$ cat config.mk
export PLATFORM = sky130hd
export DESIGN_NAME = bdcs_divider
export DESIGN_NICKNAME = d
export VERILOG_FILES = /design/src/design/bdcs_pkg.sv /design/src/design/bdcs_divider.sv
export SDC_FILE = /design/constraint.sdc
export NUM_CORES = 1
export LEC_CHECK = 0
export CORE_AREA = 2 2 124 114
export CTS_CLUSTER_SIZE = 12
export DETAILED_ROUTE_END_ITERATION = 8
export DIE_AREA = 0 0 126 116
export DONT_BUFFER_PORTS = 1
export GPL_ROUTABILITY_DRIVEN = 0
export PLACE_DENSITY = 0.8
export SETUP_SLACK_MARGIN = 0.1
export SYNTH_ARGS = -nofsm -noshare
export SYNTH_HDL_FRONTEND = slang
export SYNTH_SLANG_ARGS = --single-unit
$ cat constraint.sdc
create_clock -name clock -period 3.8 [get_ports clock]
set_input_delay 0.38 -clock clock [delete_from_list [all_inputs] [get_ports clock]]
set_output_delay 0.38 -clock clock [all_outputs]
set_load 0.1 [all_outputs]
$ cat src/design/bdcs_pkg.sv
// Package for the beeper duty cycle sampler: request codes, level constants,
// fraction format and divider request type. No dependencies.
package bdcs_pkg;
   localparam logic [2:0] REQ_LEVELS      = 3'd0;
   localparam logic [2:0] REQ_TACT_RESYNC = 3'd1;
   localparam logic [2:0] REQ_TACT_PLAIN  = 3'd2;
   localparam logic [2:0] REQ_SAMPLE      = 3'd3;
   localparam logic [2:0] REQ_FRAME       = 3'd4;
   localparam logic [9:0] MILLI_MIC  = 10'd330;
   localparam logic [9:0] MILLI_EAR  = 10'd660;
   localparam logic [9:0] MILLI_FULL = 10'd1000;
   // share fractions are Q0.FRACTION_BITS; one full share needs one more bit
   localparam int FRACTION_BITS = 16;
   localparam int QUOT_BITS     = FRACTION_BITS + 1;
   // tot*1000 < span*2^10, so ten quotient bits cover the per-mille result
   localparam int MILLI_STEPS   = 10;
   typedef struct packed {
      logic                 start;
      logic [4:0]           steps;
      logic [47:0]          rem0;
      logic [QUOT_BITS-1:0] low;
      logic [47:0]          den;
   } div_req_type;
endpackage

$ cat src/design/bdcs_divider.sv
// Restoring divider, one quotient bit per cycle. Starts from a partial
// remainder below den and shifts in the low numerator bits. Depends on bdcs_pkg.
module bdcs_divider (
   input  logic                            clock,
   input  logic                            reset,
   input  bdcs_pkg::div_req_type           req,
   output logic                            busy,
   output logic [bdcs_pkg::QUOT_BITS-1:0]  quotient
);
   import bdcs_pkg::*;
   logic [47:0] rem_ff, den_ff, diff;
   logic [48:0] trial;
   logic        fits;
   logic [QUOT_BITS-1:0] low_ff, q_ff;
   logic [4:0]  cnt_ff;

   // remainder stays below den, so the difference fits in 48 bits
   assign trial = {rem_ff, low_ff[QUOT_BITS-1]};
   assign fits  = trial >= {1'b0, den_ff};
   assign diff  = trial[47:0] - den_ff;
   assign busy = cnt_ff != '0;
   assign quotient = q_ff;

   always_ff @(posedge clock) begin
      if (reset) begin
         cnt_ff <= '0;
      end else if (req.start) begin
         cnt_ff <= req.steps;
         rem_ff <= req.rem0;
         low_ff <= req.low;
         den_ff <= req.den;
         q_ff   <= '0;
      end else if (busy) begin
         cnt_ff <= cnt_ff - 1'b1;
         rem_ff <= fits ? diff : trial[47:0];
         low_ff <= {low_ff[QUOT_BITS-2:0], 1'b0};
         q_ff   <= {q_ff[QUOT_BITS-2:0], fits};
      end
   end
endmodule
# After elaboration in Yosys (flattened, before gate mapping)
# Cells that the tools add are included.
[word_totals]
regBits = 135
output_inout_bits = 18
[op_classes]
add_sub_neg = 2
magnitude_cmp = 1
mux = 8
bitwise = 1
n_reduce_logical = 4
[op_table]
columns = ["operator", "count"]
rows = [
  ["$mux 48", 3],
  ["$mux 17", 3],
  ["$ge 49x48->1", 1],
  ["$sub 48x48->48", 1],
  ["$mux 5", 2],
  ["$reduce_bool 5->1", 1],
  ["$sub 5x1->5 const B", 1],
  ["$reduce_and 2->1", 2],
  ["$reduce_bool 2->1", 1],
  ["$not 1->1", 1],
]

# Depth between registers and ports, before layout
[depth]
ltp_word = 4
ltp_mapped = 15
mapped_depth_nobuf = 14

# Least setup slack after synthesis
# No wires, ideal clock.
[synth_path]
path_kind = "flip-flop to flip-flop"
start = "register cnt_ff[0]"
end = "register low_ff[0], enable pin"
setup_time_ns = 0.436
arrival_ns = 3.273
slack_ns = 0.091
stages_incl_launch_ff = 6
path_buffers = 0
synth_period_minus_slack_ns = 3.709
cell_sequence = "dfxtp_1 > inv_1 > ha_1 > nand3b_1 > o21bai_1 > inv_1"
[synth_via]
elab_chain_cells = 3
[synth_lines]
columns = ["item", "line_no", "rtl"]
rows = [
  ["start: declaration", "bdcs_divider.sv:15", "logic [4:0] cnt_ff;"],
  ["start signal: assignment", "bdcs_divider.sv:28", "cnt_ff <= req.steps;"],
  ["start signal: assignment", "bdcs_divider.sv:34", "cnt_ff <= cnt_ff - 1'b1;"],
  ["$reduce_bool 5->1", "bdcs_divider.sv:21", "assign busy = cnt_ff != '0;"],
  ["named net busy", "bdcs_divider.sv:7", "output logic busy,"],
  ["$reduce_bool 2->1 (no source line)", "--", ""],
  ["$reduce_and 2->1 (no source line)", "--", ""],
  ["end signal: assignment", "bdcs_divider.sv:30", "low_ff <= req.low;"],
  ["end signal: assignment", "bdcs_divider.sv:36", "low_ff <= {low_ff[QUOT_BITS-2:0], 1'b0};"],
  ["end: declaration", "bdcs_divider.sv:14", "logic [QUOT_BITS-1:0] low_ff, q_ff;"],
]
# The timed path passes the listed nets, and every way through them passes these cells.
# A chain may end at the register's enable or synchronous reset.

# Worst setup path after layout
[layout_path]
start = "register rem_ff[0]"
end = "register rem_ff[43], data pin"
[layout_via]
elab_chain_cells = 4
[layout_lines]
columns = ["item", "line_no", "rtl"]
rows = [
  ["start: declaration", "bdcs_divider.sv:11", "logic [47:0] rem_ff, den_ff, diff;"],
  ["start signal: assignment", "bdcs_divider.sv:29", "rem_ff <= req.rem0;"],
  ["start signal: assignment", "bdcs_divider.sv:35", "rem_ff <= fits ? diff : trial[47:0];"],
  ["$sub 48x48->48 or $ge 49x48->1 (tied branches)", "bdcs_divider.sv:20, bdcs_divider.sv:19", ""],
  ["$mux 48 *", "bdcs_divider.sv:35", ""],
  ["$mux 48 *", "bdcs_divider.sv:33", "end else if (busy) begin"],
  ["$mux 48 *", "bdcs_divider.sv:27", "end else if (req.start) begin"],
]
# Mark *: on every way between the ends. The rest lies on a longest branch, timed or not. The select of a mux whose other input is x is not followed.

==> impl_metrics.env <==
export IMPL_worst_slew_pin_slew_ns=1.00
export IMPL_grt_max_degree=104
export IMPL_synth_top_flop_cell="edfxtp_1"
export IMPL_synth_top_family_by_area="compound AO/OA/AOI/OAI gates"
export IMPL_syn_nets=1022
export IMPL_initial_core_util=0.646
export IMPL_die_h_um=116
export IMPL_cp_slowest_cell="o31ai_1"
export IMPL_ff2ff_setup_slack_ns=0.25
export IMPL_end_kind="register"
export IMPL_htree_levels=4
export IMPL_use_met1=0.355
export IMPL_ir_worst_vdd_mv=0.394
export IMPL_r2r_start="rem_ff[0]"
export IMPL_drc=0
export IMPL_setup_viol=0
export IMPL_area_growth_pct=9.20
export IMPL_min_delay_start="req[10]"
export IMPL_worstSetupPathType="register to register"
export IMPL_synth_mux_area_frac=0.0333
export IMPL_numPortBuffers=0
export IMPL_cts_tree="yes"
export IMPL_maxCapViolCount=0
export IMPL_antenna_found_initial=0
export IMPL_grt_pass1_wl_um=31500
export IMPL_cellLeakagePower_nw=3.75
export IMPL_synth_edf_count=130
export IMPL_globalRoute_busiestLayer="met2"
export IMPL_core_um2=13200
export IMPL_p_seq_frac=0.372
export IMPL_crit_chain="ha_1 > nor2b_1 > o31ai_2 > a21oi_1 > a31oi_1 > o31ai_1 > a21o_1 > a21o_1 > a41oi_2 > xnor2_1 > a221o_1"
export IMPL_ys_types=66
export IMPL_viasPerCell=6.37
export IMPL_post_dp_cell_area_um2=8710
export IMPL_rows=40
export IMPL_drv_slew=0
export IMPL_ys_warn_count=0
export IMPL_yosys_area_share_simple=0.122
export IMPL_synth_async_reset_ratio=0
export IMPL_clock_sinks=135
export IMPL_finalSetupTns_ns=0
export IMPL_syn_area_um2=8540
export IMPL_timing_fmax_ghz=0.282
export IMPL_dp_hpwl_um=14000
export IMPL_skew_ns=0.00916
export IMPL_netSwitchingFraction=0.352
export IMPL_ys_seq_area_frac=0.469
export IMPL_dr_pass1_iters=5
export IMPL_power_mw=5.65
export IMPL_cp_common_cell="a21o_1"
export IMPL_cp_arrival_ns=3.72
export IMPL_crit_start="rem_ff[0]"
export IMPL_ant_nets=0
export IMPL_cts_buffers=17
export IMPL_worstPathMaxFanout=4
export IMPL_synth_seq_cells=135
export IMPL_final_core_util=0.706
export IMPL_r2r_end="rem_ff[43]"
export IMPL_cpPeakStageDelay_ns=0.55
export IMPL_first_global_vias=6414
export IMPL_via_count=6504
export IMPL_crit_path_start_kind="register"
export IMPL_status="finished, final reports clean"
export IMPL_track_usage=0.276
export IMPL_synth_fa_ha_area_frac=0.0756
export IMPL_hold_viol=0
export IMPL_layout_drive_gt1_share=0.0961
export IMPL_reg2regPathDepth=11
export IMPL_design_area_um2=9330
export IMPL_power_switching_mw=1.99
export IMPL_n_antenna_cell=0
export IMPL_synth_compound_area_frac=0.197
export IMPL_synth_xor_area_frac=0.0420
export IMPL_grtUsageMet3=0.0868
export IMPL_fin_crit_ns=3.55
export IMPL_hold_depth=0
export IMPL_instances_no_fill=1021
export IMPL_syn_area_per_cell_um2=10.0
export IMPL_nets=1013
export IMPL_routed_wl_um=19900
export IMPL_p_comb_frac=0.333
export IMPL_wl_per_cell_um=19.4
export IMPL_cts_setup_buffers=0
export IMPL_p_clk_frac=0.295
export IMPL_die_area_um2=14600
export IMPL_internal_power_mw=3.66
export IMPL_syn_inst=850
export IMPL_cts_path_max_buffers=2
export IMPL_clock_latency_ns=0.43
export IMPL_rsz0062_at_grt="no"
export IMPL_relSlewSlack=0.332
export IMPL_required_ns=3.97
export IMPL_grt_ovfl_total=0
export IMPL_root_buffer="clkbuf_16"
export IMPL_die_w_um=126
export IMPL_timing_final_crit_share=0.933
export IMPL_drtIter0Drc=517
export IMPL_placed_cells_incl_taps=989
export IMPL_worstHoldEndpoint="den_ff[10]"
export IMPL_grt_use_met2=0.442
export IMPL_path_clk_slew_ns=0.06
export IMPL_worst_hold_path_type="input port to register"
export IMPL_io_pins=139
export IMPL_p_per_area_nw_per_um2=605
## sequential cells by signal, indices dropped and copies added (netlist names)
register	count
cnt_ff	5
den_ff	48
low_ff	17
quotient	17
rem_ff	48
## cell families after synthesis
group                      after synthesis
buffers and inverters                  132
muxes                                   26
xor gates and xnor gates                41
AOI/OAI and AO/OA                      252
DFF                                    135
and+or+nand+nor                        213
adders and majority gates               51
## cells in the mapped netlist, types with 7 or more instances
cell,count,area [um2]
a211oi_1,20,150
a21o_1,24,180
a21oi_1,83,415
a31oi_1,7,43.8
and3_1,11,68.8
buf_2,13,65.1
clkbuf_1,21,78.8
edfxtp_1,130,3900
ha_1,50,626
inv_1,88,330
mux2_2,18,203
mux2i_1,7,70.1
nand2_1,48,180
nand3_1,18,90.1
nand4_1,13,81.3
nor2_1,66,248
nor2b_1,18,113
nor3_1,12,60.1
o211ai_1,8,60.1
o21a_1,16,120
o21ai_0,39,195
o21bai_1,11,82.6
or3_1,7,43.8
xnor2_1,26,228
xor2_1,15,131
## power by group through the flow
| stage | logic, mW | registers [mW] | clock network (mW) |
|---|---|---|---|
| after floorplan | 1.45 | 2.10 | 0 |
| after global routing | 2.06 | 2.12 | 1.74 |
| after detailed placement | 1.82 | 2.13 | 0 |
| after CTS | 1.84 | 2.10 | 1.68 |
| after global placement | 1.76 | 2.12 | 0 |
| final | 1.88 | 2.10 | 1.67 |
## per-layer routing
| layer | wire length (um) | vias up |
|---|---|---|
| met5 | 0 | - |
| met4 | 443 | 0 |
| met3 | 1820 | 51 |
| met2 | 9010 | 314 |
| met1 | 8580 | 3048 |
| li1 | - | 3091 |
## final cells by class
cell class / instances / area, um2
inverters: 88 / 334
repair buffers: 16 / 148
multi-input cells: 583 / 4050
clock buffers: 17 / 425
fillers: 947 / 3880
flip-flops and latches: 135 / 4000
clock inverters: 14 / 159
well taps: 168 / 210
## repair_timing
action	4_1_cts	5_1_grt
setup endpoints to repair	0	15
hold buffers	1	0
endpoints found under the hold margin	3	0
resized for setup	0	5
## critical path: cells and delay by family (launching register included)
| kind | cells | cell delay (ns) |
|---|---|---|
| and+or+nand+nor | 1 | 0.20 |
| DFF | 1 | 0.44 |
| adders and majority gates | 1 | 0.33 |
| xor gates and xnor gates | 1 | 0.15 |
| AOI/OAI and AO/OA | 8 | 2.16 |
## worst max path at each step
stage / to / depth (start not counted)
after floorplan: low_ff[0] / 5
after global placement: rem_ff[42] / 14
after detailed placement: rem_ff[42] / 14
after CTS: rem_ff[42] / 14
after global routing: rem_ff[42] / 14
final: rem_ff[43] / 11
## through the flow
stage | setup WS [ns] | hold slack [ns]
after floorplan | 0.218 | 0.449
after global placement | 0.303 | 0.451
after detailed placement | 0.207 | 0.453
after CTS | 0.183 | 0.0236
after global routing | 0.111 | 0.0197
final | 0.254 | 0.0360
## layout by cell type (no fill, tap or decap), types with 12 or more instances in the layout
cell and n:
nand2_1 48, o21a_1 15, nor2_1 65, inv_1 87, xor2_1 15, xnor2_1 26
clkbuf_16 17, mux2_2 18, a21oi_1 83, nand3_1 18, nor2b_1 18, o21ai_0 39
edfxtp_1 130, a211oi_1 20, nand4_1 13, buf_4 13, ha_1 49, a21o_1 24
nor3_1 12
Note: power is estimated with default switching activity, not from simulation.
